## config.mk

```make
export PLATFORM = sky130hd
export DESIGN_NAME = deterministic_primality_test_top
export DESIGN_NICKNAME = d
export VERILOG_FILES = /design/src/design/dpt_pkg.sv /design/src/design/dpt_mulmod.sv /design/src/design/deterministic_primality_test_top.sv
export SDC_FILE = /design/constraint.sdc
export NUM_CORES = 2
export LEC_CHECK = 0
export ABC_AREA = 0
export BUFFER_PORTS_ARGS = -buffer_cell sky130_fd_sc_hd__clkbuf_2
export CAP_MARGIN = 20
export CORE_UTILIZATION = 45
export CTS_BUF_LIST = sky130_fd_sc_hd__clkbuf_2
export DETAILED_ROUTE_END_ITERATION = 7
export PLACE_DENSITY = 0.69
export SLEW_MARGIN = 20
export SYNTH_ARGS = -nofsm -noshare
export SYNTH_HDL_FRONTEND = slang
export SYNTH_SLANG_ARGS = --single-unit
```

## constraint.sdc

```tcl
create_clock -name clk -period 24 [get_ports clk]
set_input_delay 2.4 -clock clk [delete_from_list [all_inputs] [get_ports clk]]
set_output_delay 2.4 -clock clk [all_outputs]
set_load 0.01 [all_outputs]
```

## src/design/dpt_pkg.sv

```systemverilog
`timescale 1ns / 1ps
package dpt_pkg;
  localparam int NumW = 63;
  localparam int TableLen = 12;
  typedef logic [NumW-1:0] num_t;

  // witness base table
  function automatic logic [5:0] base_at(input logic [3:0] k);
    logic [5:0] r;
    case (k)
      4'd0: r = 6'd2;
      4'd1: r = 6'd3;
      4'd2: r = 6'd5;
      4'd3: r = 6'd7;
      4'd4: r = 6'd11;
      4'd5: r = 6'd13;
      4'd6: r = 6'd17;
      4'd7: r = 6'd19;
      4'd8: r = 6'd23;
      4'd9: r = 6'd29;
      4'd10: r = 6'd31;
      4'd11: r = 6'd37;
      default: r = 6'd2;
    endcase
    return r;
  endfunction
endpackage

```

## src/design/dpt_mulmod.sv

```systemverilog
`timescale 1ns / 1ps
// Shared modular multiplier: one bit of b per cycle, double-and-add.
module dpt_mulmod (
  input  logic                clk,
  input  logic                rst,
  input  logic                start,
  input  dpt_pkg::num_t       a,
  input  dpt_pkg::num_t       b,
  input  dpt_pkg::num_t       m,
  output logic                done,
  output dpt_pkg::num_t       res
);
  logic busy;
  logic [5:0] bit_idx;
  dpt_pkg::num_t acc, ra, rb, rm;
  logic [63:0] dbl, dred, add;
  dpt_pkg::num_t step;

  // double, reduce, conditionally add, reduce
  always_comb begin
    dbl = {acc, 1'b0};
    dred = (dbl >= {1'b0, rm}) ? dbl - {1'b0, rm} : dbl;
    add = dred + {1'b0, ra};
    if (rb[bit_idx]) begin
      step = (add >= {1'b0, rm}) ? add[62:0] - rm : add[62:0];
    end else begin
      step = dred[62:0];
    end
  end

  always_ff @(posedge clk) begin
    if (rst) begin
      busy <= 1'b0;
      done <= 1'b0;
    end else begin
      done <= 1'b0;
      if (start) begin
        busy <= 1'b1;
        bit_idx <= 6'd62;
        acc <= '0;
        ra <= a;
        rb <= b;
        rm <= m;
      end else if (busy) begin
        acc <= step;
        bit_idx <= bit_idx - 6'd1;
        if (bit_idx == 6'd0) begin
          busy <= 1'b0;
          done <= 1'b1;
        end
      end
    end
  end
  assign res = acc;
endmodule

```

## src/design/deterministic_primality_test_top.sv

```systemverilog
`timescale 1ns / 1ps
// Each item runs through up to BASE_COUNT bases (at most TableLen), each tested by a
// series of modular multiplies in the shared multiplier.
// Even numbers and numbers below 4 skip the test and go from idle straight to the done state.
// One item at a time; ready is low while busy, so a new item is taken only once the last has left the done state.
// The result register lets the next item be accepted while the result waits.
// Synchronous active-high reset clears the sequencer, the result valid flag and the multiply start.
module deterministic_primality_test_top #(
  parameter int BASE_COUNT = 12
) (
  input  logic        clk,
  input  logic        rst,
  input  logic        number_valid,
  output logic        number_ready,
  input  logic [62:0] number,
  output logic        is_prime_valid,
  input  logic        is_prime_ready,
  output logic        is_prime
);
  localparam int NB = (BASE_COUNT > dpt_pkg::TableLen) ? dpt_pkg::TableLen : BASE_COUNT;
  localparam logic [2:0] S_IDLE = 3'd0, S_SPLIT = 3'd1, S_BASE = 3'd2, S_POW = 3'd3,
                         S_SQR = 3'd4, S_CHK = 3'd5, S_DONE = 3'd6;
  logic [2:0] state;
  dpt_pkg::num_t n, d, e, acc, b, x;
  logic [5:0] s, i;
  logic [3:0] k;
  logic phase;   // 0: issue next multiply, 1: wait for it
  logic verdict;
  logic mm_start, mm_done;
  logic mm_issue;
  dpt_pkg::num_t mm_a, mm_b, mm_res;
  dpt_pkg::num_t nm1;
  logic [5:0] base;

  assign nm1 = n - 63'd1;
  assign base = dpt_pkg::base_at(k);
  assign number_ready = (state == S_IDLE);

  // start a multiply in the power loop, the first squaring, or a chained squaring
  assign mm_issue = ((state == S_POW) && !phase && (e != '0)) ||
                    ((state == S_CHK) && (x != 63'd1) && (x != nm1) && (i < s)) ||
                    ((state == S_SQR) && mm_done && (mm_res != nm1) && ((i + 6'd1) < s));

  dpt_mulmod u_mm (.clk(clk), .rst(rst), .start(mm_start), .a(mm_a), .b(mm_b), .m(n),
                   .done(mm_done), .res(mm_res));

  // sequencer
  always_ff @(posedge clk) begin
    if (rst) begin
      state <= S_IDLE;
      is_prime_valid <= 1'b0;
      mm_start <= 1'b0;
    end else begin
      mm_start <= mm_issue;
      if (is_prime_valid && is_prime_ready && (state != S_DONE)) is_prime_valid <= 1'b0;
      case (state)
        S_IDLE: begin
          if (number_valid && number_ready) begin
            n <= number;
            if (!number[0]) begin
              verdict <= (number == 63'd2);
              state <= S_DONE;
            end else if (number <= 63'd3) begin
              verdict <= (number == 63'd3);
              state <= S_DONE;
            end else begin
              d <= number - 63'd1;
              s <= '0;
              state <= S_SPLIT;
            end
          end
        end
        // strip factors of two, one per cycle
        S_SPLIT: begin
          if (d[0]) begin
            k <= '0;
            verdict <= 1'b1;
            state <= S_BASE;
          end else begin
            d <= d >> 1;
            s <= s + 6'd1;
          end
        end
        S_BASE: begin
          if (k == 4'(NB)) begin
            state <= S_DONE;
          end else if ({57'd0, base} > n - 63'd2) begin
            k <= k + 4'd1;
          end else begin
            acc <= 63'd1;
            b <= {57'd0, base};
            e <= d;
            phase <= 1'b0;
            state <= S_POW;
          end
        end
        // square-and-multiply: multiply acc by b on a set bit, then square b and shift
        S_POW: begin
          if (!phase) begin
            if (e == '0) begin
              x <= acc;
              i <= 6'd1;
              state <= S_CHK;
            end else if (e[0]) begin
              mm_a <= acc; mm_b <= b; phase <= 1'b1;
            end else begin
              mm_a <= b; mm_b <= b; phase <= 1'b1;
            end
          end else if (mm_done) begin
            phase <= 1'b0;
            if (e[0]) begin
              acc <= mm_res;
              e[0] <= 1'b0;
            end else begin
              b <= mm_res;
              e <= e >> 1;
            end
          end
        end
        S_CHK: begin
          if (x == 63'd1 || x == nm1) begin
            k <= k + 4'd1;
            state <= S_BASE;
          end else if (i >= s) begin
            verdict <= 1'b0;
            state <= S_DONE;
          end else begin
            mm_a <= x; mm_b <= x;
            state <= S_SQR;
          end
        end
        S_SQR: begin
          if (mm_done) begin
            if (mm_res == nm1) begin
              k <= k + 4'd1;
              state <= S_BASE;
            end else begin
              x <= mm_res;
              i <= i + 6'd1;
              if (i + 6'd1 >= s) begin
                verdict <= 1'b0;
                state <= S_DONE;
              end else begin
                mm_a <= mm_res; mm_b <= mm_res;
              end
            end
          end
        end
        S_DONE: begin
          if (!is_prime_valid || is_prime_ready) begin
            is_prime <= verdict;
            is_prime_valid <= 1'b1;
            state <= S_IDLE;
          end
        end
        default: state <= S_IDLE;
      endcase
    end
  end
endmodule

```

==> flow_summary_export.csv <==
group,metric,value,unit
global_route,grt_usage,33.08,%
floorplanning,core_area,0.1127,mm^2
sta,rsz0062_at_grt,"no",
synthesis,yosysSeqAreaShare,46.28,%
global_route,grt-ovfl-total,0,
global_route,grt_max_degree,163,
floorplanning,row_count,123,
drt,avgRoutedWirePerCell,27.78,um
critical_path,end_kind,"flop",
floorplanning,die_w,339.4,um
clock_tree,root_buffer,"clkbuf_2",
sta,setup_viol,0,
finish,layout_commonest_cell,"edfxtp_1",
clock_tree,cts_buffer_depth,3,
drt,antenna_left,0,
critical_path,max_stage_delay,0.94,ns
global_route,grt_pass1_wl,280200,um
floorplanning,die_y,339.4,um
synthesis,synth.avg_cell_area,9.700,um^2
synthesis,synth_warnings,0,
synthesis,syn-num-nets,5575,
run_status,outcome,"finished, final reports clean",
place,io_buffers,69,
finish,layout-drive-gt1-share,10.14,%
critical_path,critPathArrivalTime,13.51,ns
clock_tree,cts.sinks,794,
clock_tree,post_cts_resized,0,
clock_tree,postCtsHoldBufs,0,
floorplanning,dieArea,0.1152,mm^2
sta,maxSlewHeadroom,24.31,%
place,place_congestion,1.073,
critical_path,path_max_fanout,86,
clock_tree,htreeDepth,4,
pwr,net-switching-power,1.927,mW
pwr,pwr-share-seq,42.9,%
hold_path,hp-class,"flop to flop",
clock_tree,cts_tree,"done",
synthesis,ys_ff_latch,794,
sta,setup_tns,0,ns
drt,drt-initial-drc-count,5460,
synthesis,syn_inst,5282,
critical_path,startpoint_type,"flop",
place,placed_area,0.05303,mm^2
clock_tree,clk_pin_slew,0.11,ns
finish,final_cell_count_no_fill,7010,
pwr,combPwrFrac,36.3,%
finish,stdcell_area,0.05493,mm^2
sta,fin_skew,0.2117,ns
drt,drt-pass1-iter-count,6,
drt,drcViolationCount,0,
global_route,grt_antenna_before_repair,19,
pwr,internal_power,2.730,mW
pwr,switching_share,41.38,%
place,dp_cells,6633,
clock_tree,clock_latency,1.67,ns
synthesis,syn_area,0.05123,mm^2
sta,period_share,50.87,%
place,dp_hpwl,145700,um
synthesis,ys.flop_type,"edfxtp_1",
drt,vias_per_cell,6.335,
critical_path,critPathSlowestCell,"o41ai_1",
drt,finalWirelength,194800,um
finish,layout_common_cells,"781 x edfxtp_1, 703 x nand2_1, 468 x a21oi_1",
finish,fin_nets,5636,
critical_path,crit_type,"flop to flop",
sta,fmax,81.91,MHz
synthesis,netlist-cell-type-count,103,
drt,vias,44410,
floorplanning,start_util,45.48,%
finish,syn2layout_area_growth,7.219,%
pwr,leakage,20.39,nW
sta,worstMarginPinSlew,1.125,ns
clock_tree,post_cts_buffers,0,
pwr,power.density,84.79,mW/mm^2
run,cap_violations,0,
synthesis,synthArstFlopShare,0,%
synthesis,synth_edf_count,781,
critical_path,crit_required,25.30,ns
pwr,ir_worst_vdd,63.03,uV
sta,period_needed,12.21,ns
sta,hold_viol,0,
pwr,clkPwrFrac,20.8,%
sta,final_max_slew_viol_count,0,
clock_tree,cts_buffers,208,
floorplanning,pin_count,70,
global_route,first_global_vias,41720,
==> metrics by stage <==
step	setup WS, ns	total power [mW]	utilization, %	hold WS [ns]
after detailed placement	12.15	3.666	47.07	0.4045
after global placement	12.41	3.646	47.07	0.4002
after global routing	11.29	4.885	48.76	0.3356
final	11.79	4.657	48.76	0.3594
after floorplan	10.94	3.131	-	0.4003
after CTS	12.09	4.629	48.74	0.3571
==> power groups by stage <==
stage               Combinational, mW  Clock, mW  Sequential, mW
CTS                              1.65      0.986            1.99
global placement                 1.63          0            2.02
floorplan                        1.20          0            1.93
global route                     1.82       1.05            2.01
detailed placement               1.65          0            2.02
finish                           1.69      0.967            2.00
==> final timing paths <==
check	from	endpoint	slack, ns	cells past startpoint
max	u_mm.res[18]$_SDFFCE_PP0P_	u_mm.res[13]$_SDFFCE_PP0P_	11.79	36
min	verdict$_DFFE_PP_	is_prime$_DFFE_PP_	0.36	0
max reg2reg	u_mm.res[18]$_SDFFCE_PP0P_	u_mm.res[13]$_SDFFCE_PP0P_	11.79	36
min reg2reg	verdict$_DFFE_PP_	is_prime$_DFFE_PP_	0.36	0
==> synth_stat cells, drive strengths merged, types with 9 or more instances <==
master	count	share of area, %
o21ai	219	2.1
a31oi	55	0.67
inv	177	1.3
a21boi	15	0.22
o211ai	21	0.31
and3	94	1.1
or4	37	0.55
a211oi	85	1.2
ha	223	5.4
o41ai	9	0.15
edfxtp	781	46
buf	37	0.32
o31ai	24	0.35
o21bai	51	0.75
mux4	20	0.88
nand3b	21	0.31
a21oi	469	4.6
a41oi	9	0.15
nor4	121	1.8
a221oi	9	0.15
nand2	706	5.2
a311oi	37	0.63
a2111oi	18	0.32
o211a	14	0.27
o21a	23	0.34
nor2	443	3.3
nor3	120	1.2
mux2i	78	1.5
xnor2	289	4.9
or2	18	0.22
clkbuf	249	1.8
nand3	106	1.0
nand2b	37	0.45
nor2b	97	1.2
nor3b	12	0.18
xor2	126	2.2
o2111ai	11	0.19
a21o	110	1.6
dfxtp	13	0.51
nand4	101	1.3
or3	29	0.36
and2	26	0.32
==> registers in the layout, indices dropped and copies added, names as in the netlist, 3 cells and up <==
signal and cells:
mm_b 63, acc 63, k 4, n 63, state 3, d 63
u_mm.rb 63, i 6, e 63, x 63, mm_a 63, base 6
s 6, u_mm.bit_idx 6, u_mm.rm 63, u_mm.ra 63, u_mm.res 63, b 63
==> worst max-delay path: cells and delay by family (launching register included) <==
kind / cells / cell delay [ns]
xor+xnor: 1 / 0.18
fa+ha+maj: 3 / 1.31
flops: 1 / 0.61
compound gates: 14 / 4.72
simple gates: 14 / 3.54
buf+inv: 4 / 1.41
==> metal layers <==
layer | part of all wire, % | routed length, um | track usage, %
met5 | 0.0067 | 13 | 0
met4 | 4.7 | 9171 | 15.60
met3 | 11 | 21400 | 6.715
met2 | 44 | 85360 | 50.23
met1 | 40 | 78830 | 45.27
==> logic make-up (layout without fill, tap and decap cells) <==
group,count (synthesis),in the layout,synth area share (%)
xor gates and xnor gates,421,421,7.363
AOI/OAI and AO/OA,1273,1273,15.79
buffers and inverters,464,683,3.448
DFF,794,794,46.28
adders and majority gates,227,227,5.583
and+or+nand+nor,1997,1997,18.95
other,0,9,0
muxes,106,106,2.579
==> final cells by class <==
cell class,instances,area (um^2)
clock inverters,66,367.9
inverters,178,668.1
diodes,9,22.52
clock buffers,302,1511
well taps,1500,1877
flip-flops and latches,794,23720
multi-input cells,4024,25900
fillers,10680,57720
repair buffers,137,868.3
Power figures use the tool's default switching activity.
